File: src/design/ctls_pkg.sv
// Shared types and constants of the command text line splitter.
package ctls_pkg;

  typedef enum logic [2:0] {
    MODE_APPEND = 3'd0,
    MODE_INSERT = 3'd1,
    MODE_POP    = 3'd2,
    MODE_READ   = 3'd3,
    MODE_CLEAR  = 3'd4
  } mode_e;

  typedef enum logic [1:0] {
    STATUS_OK       = 2'd0,
    STATUS_OVERFLOW = 2'd1,
    STATUS_EMPTY    = 2'd2
  } status_e;

  localparam logic [7:0] CHAR_QUOTE     = 8'h22;
  localparam logic [7:0] CHAR_BACKSLASH = 8'h5C;
  localparam logic [7:0] CHAR_SEMICOLON = 8'h3B;
  localparam logic [7:0] CHAR_SLASH     = 8'h2F;
  localparam logic [7:0] CHAR_NEWLINE   = 8'h0A;
  localparam logic [7:0] CHAR_RETURN    = 8'h0D;
  localparam logic [7:0] CHAR_SPACE     = 8'h20;

  // Scan flags carried from one byte to the next.
  typedef struct packed {
    logic quoted;
    logic comment;
    logic skip;
  } scan_flags_t;

  // Verdict of the scanner for one byte.
  typedef struct packed {
    scan_flags_t flags;
    logic        start_comment;
    logic        stop;
  } scan_res_t;

endpackage

File: src/design/ctls_scan_step.sv
// Per-byte classifier of the line scan: quotes, escapes, comments and terminators.
module ctls_scan_step (
  input  logic                   at_start_i,
  input  logic                   has_next_i,
  input  logic [7:0]             cur_i,
  input  logic [7:0]             nxt_i,
  input  logic [7:0]             prev_i,
  input  ctls_pkg::scan_flags_t  flags_i,
  output ctls_pkg::scan_res_t    res_o
);

  logic quoted;

  always_comb begin
    quoted = flags_i.quoted;
    res_o  = '0;
    res_o.flags.quoted  = flags_i.quoted;
    res_o.flags.comment = flags_i.comment;
    if (flags_i.skip) begin
      // An escaped quote or backslash is passed over untouched.
      res_o.flags.skip = 1'b0;
    end else begin
      if (!flags_i.comment) begin
        if (cur_i == ctls_pkg::CHAR_QUOTE) begin
          quoted = !quoted;
        end
        res_o.flags.quoted = quoted;
        if (quoted) begin
          if (has_next_i && cur_i == ctls_pkg::CHAR_BACKSLASH &&
              (nxt_i == ctls_pkg::CHAR_QUOTE || nxt_i == ctls_pkg::CHAR_BACKSLASH)) begin
            res_o.flags.skip = 1'b1;
          end
        end else begin
          if (cur_i == ctls_pkg::CHAR_SLASH && has_next_i && nxt_i == ctls_pkg::CHAR_SLASH &&
              (at_start_i || prev_i <= ctls_pkg::CHAR_SPACE)) begin
            res_o.flags.comment = 1'b1;
            res_o.start_comment = 1'b1;
          end
          if (cur_i == ctls_pkg::CHAR_SEMICOLON) begin
            res_o.stop = 1'b1;
          end
        end
      end
      if (cur_i == ctls_pkg::CHAR_NEWLINE || cur_i == ctls_pkg::CHAR_RETURN) begin
        res_o.stop = 1'b1;
      end
    end
  end

endmodule

File: config.mk
export PLATFORM = sky130hd
export DESIGN_NAME = ctls_scan_step
export DESIGN_NICKNAME = d
export VERILOG_FILES = /design/src/design/ctls_pkg.sv /design/src/design/ctls_scan_step.sv
export SDC_FILE = /design/constraint.sdc
export NUM_CORES = 1
export LEC_CHECK = 0
export ABC_AREA = 1
export ABC_CLOCK_PERIOD_IN_PS = 800
export BUFFER_PORTS_ARGS = -buffer_cell sky130_fd_sc_hd__clkbuf_2
export CORE_AREA = 2 2 39 41
export DETAILED_ROUTE_END_ITERATION = 8
export DIE_AREA = 0 0 41 43
export PLACE_DENSITY = 0.66
export SLEW_MARGIN = 20
export SYNTH_ARGS = -nofsm -noshare
export SYNTH_HDL_FRONTEND = slang
export SYNTH_SLANG_ARGS = --single-unit
File: constraint.sdc
create_clock -name vclk -period 0.8
set_input_delay 0.08 -clock vclk [all_inputs]
set_output_delay 0.08 -clock vclk [all_outputs]
set_load 0.03 [all_outputs]
==> impl_metrics.json, run 1 <==
{
  "die_x_um": 41,
  "finalHoldViolCount": 0,
  "grt_overflow_total": 0,
  "setup_viol": 5,
  "status": "finished, violations left",
  "fin_crit_sh": 1.39,
  "regArea_um2": 0,
  "synthCells": 73,
  "leakagePower_nw": 0.428,
  "num-fill-cells": 125,
  "hpwl_um": 937,
  "die_h_um": 43,
  "post-route-drc-count": 0,
  "place_inst": 130,
  "startpoint_type": "input pin",
  "antenna_left": 0,
  "multi_input_comb_area_um2": 398,
  "grt_usage": 0.144,
  "synth.distinct_cells": 20,
  "crit_fanout": 3,
  "grt_pass1_vias": 496,
  "p_total_uw": 339,
  "min_period_ns": 1.11,
  "fin_nets": 145,
  "drt_iter0_markers": 12,
  "endpoint_kind": "output pin",
  "layout-drive-gt1-share": 0.605,
  "cp.arrival_ns": 1.03,
  "worst_slack_ns": -0.310,
  "wl_per_cell_um": 9.33,
  "placementRows": 14,
  "core_mm2": 0.00138,
  "grt_pass1_wl_um": 1860,
  "viasPerCell": 4.38,
  "rsz0062_at_grt": "true",
  "maxCapViolCount": 0,
  "place_ws_ns": -0.404,
  "antenna_found_initial": 0,
  "worst-setup-path-type": "input pin to output pin",
  "synth_area_um2": 354,
  "synth_fp_nets": 102,
  "syn_area_per_cell_um2": 4.85,
  "grt_max_degree": 5,
  "final_area_um2": 826,
  "n_antenna_cell": 0,
  "clkbuf_count": 0,
  "pin_count": 34,
  "hold_class": "input pin to output pin",
  "worstMarginPinSlew_ns": 0.252,
  "first_pass_iters": 5,
  "power_density_mw_per_mm2": 411,
  "yosysWarnings": 0,
  "final_cells": 130,
  "required_ns": 0.72,
  "gp_congestion": 0.816,
  "synth-seq-area-share": 0,
  "timing.fmax_mhz": 901,
  "slew_violations": 0,
  "start_util": 0.256,
  "slew_headroom": 0.832,
  "final_core_util": 0.597,
  "portBuffers": 34,
  "via_count": 569,
  "irDropWorstVdd_mv": 0.218,
  "violations": "setup timing",
  "dieArea_mm2": 0.00176,
  "wl_um": 1210,
  "post_dp_cell_area_um2": 682,
  "postCtsHoldBufs": 0,
  "seq_cells": 0,
  "area_growth_pct": 133
}
## final timing paths
| check | startpoint | end | slack (ns) | cells past startpoint |
|---|---|---|---|---|
| worst max-delay path | cur_i[4] | res_o[1] | -0.31 | 9 |
| worst min-delay path | flags_i[1] | res_o[1] | 0.52 | 3 |
## layout make-up
class	instances	share of cell area
tap	16	0.0242
inverter	17	0.0985
multi-input combinational	56	0.482
timing repair buffer	41	0.395
## layer usage
layer / part of all wire / vias up / global-route usage
met1: 0.39 / 237 / 0.158
met4: 0.016 / 0 / 0.0200
met5: 0 / - / 0
met3: 0.054 / 2 / 0
li1: - / 308 / -
met2: 0.54 / 22 / 0.284
## cells by family (layout without fill, tap and decap cells)
group	Yosys count	in the layout	synth area share
buf+inv	17	58	0.180
simple gates	49	49	0.686
compound gates	7	7	0.134
## cell usage after synthesis (all sizes together)
master   n  area [µm²]
nor2    13        56.3
nand3    5        30.0
a21oi    2        13.8
nand3b   2        15.0
o21ai    3        15.0
inv     17        63.8
nor3     4        30.0
nand2   21        86.3
or2      2        12.5
nand4    2        12.5
o21bai   2        18.8
## metrics by stage
step                hold WS, ns  setup TNS (ns)
global route              0.539           -1.60
floorplan                 0.205          -0.336
CTS                       0.514           -1.41
finish                    0.521           -1.36
global placement          0.534           -1.82
detailed placement        0.532           -1.92
## cells in the final DEF (no fill, tap or decap), types with 3 or more instances in the layout
| cell | count |
|---|---|
| nor2_1 | 9 |
| nor2_4 | 3 |
| clkbuf_2 | 24 |
| buf_4 | 7 |
| nand2_4 | 6 |
| inv_2 | 3 |
| buf_8 | 4 |
| inv_1 | 11 |
| clkbuf_8 | 5 |
| nand2_1 | 13 |
| nand3_1 | 3 |
## where the power goes
| part | internal, mW | total (mW) | switching [mW] |
|---|---|---|---|
| sequential | 0 | 0 | 0 |
| clock | 0 | 0 | 0 |
| combinational | 0.177 | 0.339 | 0.163 |
## timing repair
action,CTS,global route
buffers inserted,0,0
pin swaps,10,1
resized for setup,27,6
cloned,0,0
endpoints found under the setup margin,5,5
## critical path: stages
cell and delay (ns):
clkbuf_16 0.14, inv_12 0.05, nand2_4 0.04, nor2_4 0.12, nand2_1 0.07, nor2_2 0.09
nand3_2 0.12, nor3_4 0.13, clkbuf_8 0.17
(Power assumes the default switching activity.)
==> inputs of run 2 (changes only) <==
--- a/config.mk
+++ b/config.mk
@@ -11,8 +11,9 @@
 export CORE_AREA = 2 2 39 41
 export DETAILED_ROUTE_END_ITERATION = 8
 export DIE_AREA = 0 0 41 43
-export PLACE_DENSITY = 0.66
-export SLEW_MARGIN = 20
+export GPL_TIMING_DRIVEN = 0
+export PLACE_DENSITY = 0.73
+export SLEW_MARGIN = 0
 export SYNTH_ARGS = -nofsm -noshare
 export SYNTH_HDL_FRONTEND = slang
 export SYNTH_SLANG_ARGS = --single-unit
==> run 2 against run 1 <==
The run still ends with setup timing left. Non-clock buffer count fell by 5. Setup slack worse by 0.0079 ns. Combinational power shrank 8.8%. Utilization decreased by 4.1 points. First-iteration DRC count is 33% lower. Final area is 6.8% lower. Die area is the same. Cell count decreased by 3.8%. Worst hold slack got worse by 0.026 ns. Critical path type unchanged. Critical path depth unchanged. Total power is 9.0% lower.
==> impl_metrics.json, run 2 (same netlist as run 1, synthesis figures left out) <==
{
  "final_common_cell": "clkbuf_2",
  "fin_nets": 140,
  "placementRows": 14,
  "first_pass_iters": 4,
  "timing.fmax_mhz": 895,
  "status": "finished, violations left",
  "worstMarginPinSlew_ns": 0.367,
  "startpoint_type": "input pin",
  "maxCapViolCount": 0,
  "grt_usage": 0.149,
  "worst_slack_ns": -0.318,
  "core_mm2": 0.00138,
  "grt_pass1_vias": 515,
  "final_cell_mix": "clkbuf_2, nand2_1, inv_1",
  "cp.arrival_ns": 1.04,
  "endpoint_kind": "output pin",
  "antenna_left": 0,
  "crit_fanout": 3,
  "slew_violations": 0,
  "hold_path.startpoint": "flags_i[1]",
  "setup_viol": 5,
  "power_density_mw_per_mm2": 401,
  "leakagePower_nw": 0.392,
  "drt_iter0_markers": 8,
  "crit_start": "cur_i[0]",
  "clkbuf_count": 0,
  "grt_pass1_wl_um": 1940,
  "wl_um": 1120,
  "violations": "setup timing",
  "met1_length_um": 421,
  "antenna_found_initial": 0,
  "regArea_um2": 0,
  "irDropWorstVdd_mv": 0.150,
  "viasPerCell": 4.50,
  "grt_overflow_total": 0,
  "min_period_ns": 1.12,
  "met2_length_um": 610,
  "die_x_um": 41,
  "die_h_um": 43,
  "gp_congestion": 0.773,
  "layout-drive-gt1-share": 0.578,
  "top_layer_used": "met4",
  "cpMostUsedCell": "nand2_4",
  "required_ns": 0.72,
  "hpwl_um": 895,
  "routed-wl-met3_um": 59,
  "pin_count": 34,
  "seq_cells": 0,
  "final_area_um2": 769,
  "n_antenna_cell": 0,
  "fin_crit_sh": 1.40,
  "via_count": 563,
  "rsz0062_at_grt": "true",
  "cp_slowest_cell": "clkbuf_8",
  "slew_headroom": 0.755,
  "setup_tns_ns": -1.45,
  "worst-setup-path-type": "input pin to output pin",
  "grt_max_degree": 5,
  "post_dp_cell_area_um2": 629,
  "crit_chain": "clkbuf_2 > inv_2 > nand2_1 > nor2_2 > nand3_1 > nand2_4 > nand2_4 > nor2_4 > clkbuf_8",
  "finalHoldViolCount": 0,
  "hold_class": "input pin to output pin",
  "dieArea_mm2": 0.00176,
  "start_util": 0.256,
  "portBuffers": 34,
  "post-route-drc-count": 0,
  "wl_per_cell_um": 8.96,
  "area_growth_pct": 117,
  "slowest_delay_ns": 0.15
}
## run 2: worst paths after layout
kind / end / slack, ns / depth (start not counted)
min: res_o[1] / 0.49 / 3
max: res_o[2] / -0.32 / 9
## run 2: metrics by stage
step	hold slack [ns]	util	cells	worst slack (ns)	power, mW
final	0.495	0.556	125	-0.318	0.309
after global routing	0.508	0.556	125	-0.389	0.342
after CTS	0.503	0.546	125	-0.305	0.301
after detailed placement	0.525	0.455	123	-0.446	0.249
after global placement	0.530	0.455	123	-0.434	0.244
after floorplan	0.205	-	73	-0.130	0.133
## run 2: timing repair
| action | CTS | global route |
|---|---|---|
| pin swaps | 6 | 4 |
| gates resized for setup | 22 | 7 |
| cloned | 0 | 0 |
| endpoints found under the hold margin | 0 | 0 |
| setup buffers | 2 | 0 |
| hold buffers | 0 | 0 |
| endpoints found under the setup margin | 5 | 5 |
## run 2: cell type report
| cell class | instances | area (µm²) |
|---|---|---|
| well taps | 16 | 20.0 |
| repair buffers | 36 | 273 |
| multi-input cells | 56 | 398 |
| inverters | 17 | 78.8 |
| fillers | 128 | 614 |
## run 2: worst max-delay path, delay by kind of cell
family	cells	cell delay [ns]
and+or+nand+nor	6	0.63
buffers and inverters	3	0.32
## run 2: routing by layer
metal,vias up,GRT usage
met5,-,0
met3,2,0
met2,22,0.288
li1,299,-
met4,0,0.0267
met1,240,0.168
## run 2: power breakdown
group / switching (mW) / internal (mW) / total [mW]
Combinational: 0.155 / 0.154 / 0.309
Sequential: 0 / 0 / 0
Clock: 0 / 0 / 0
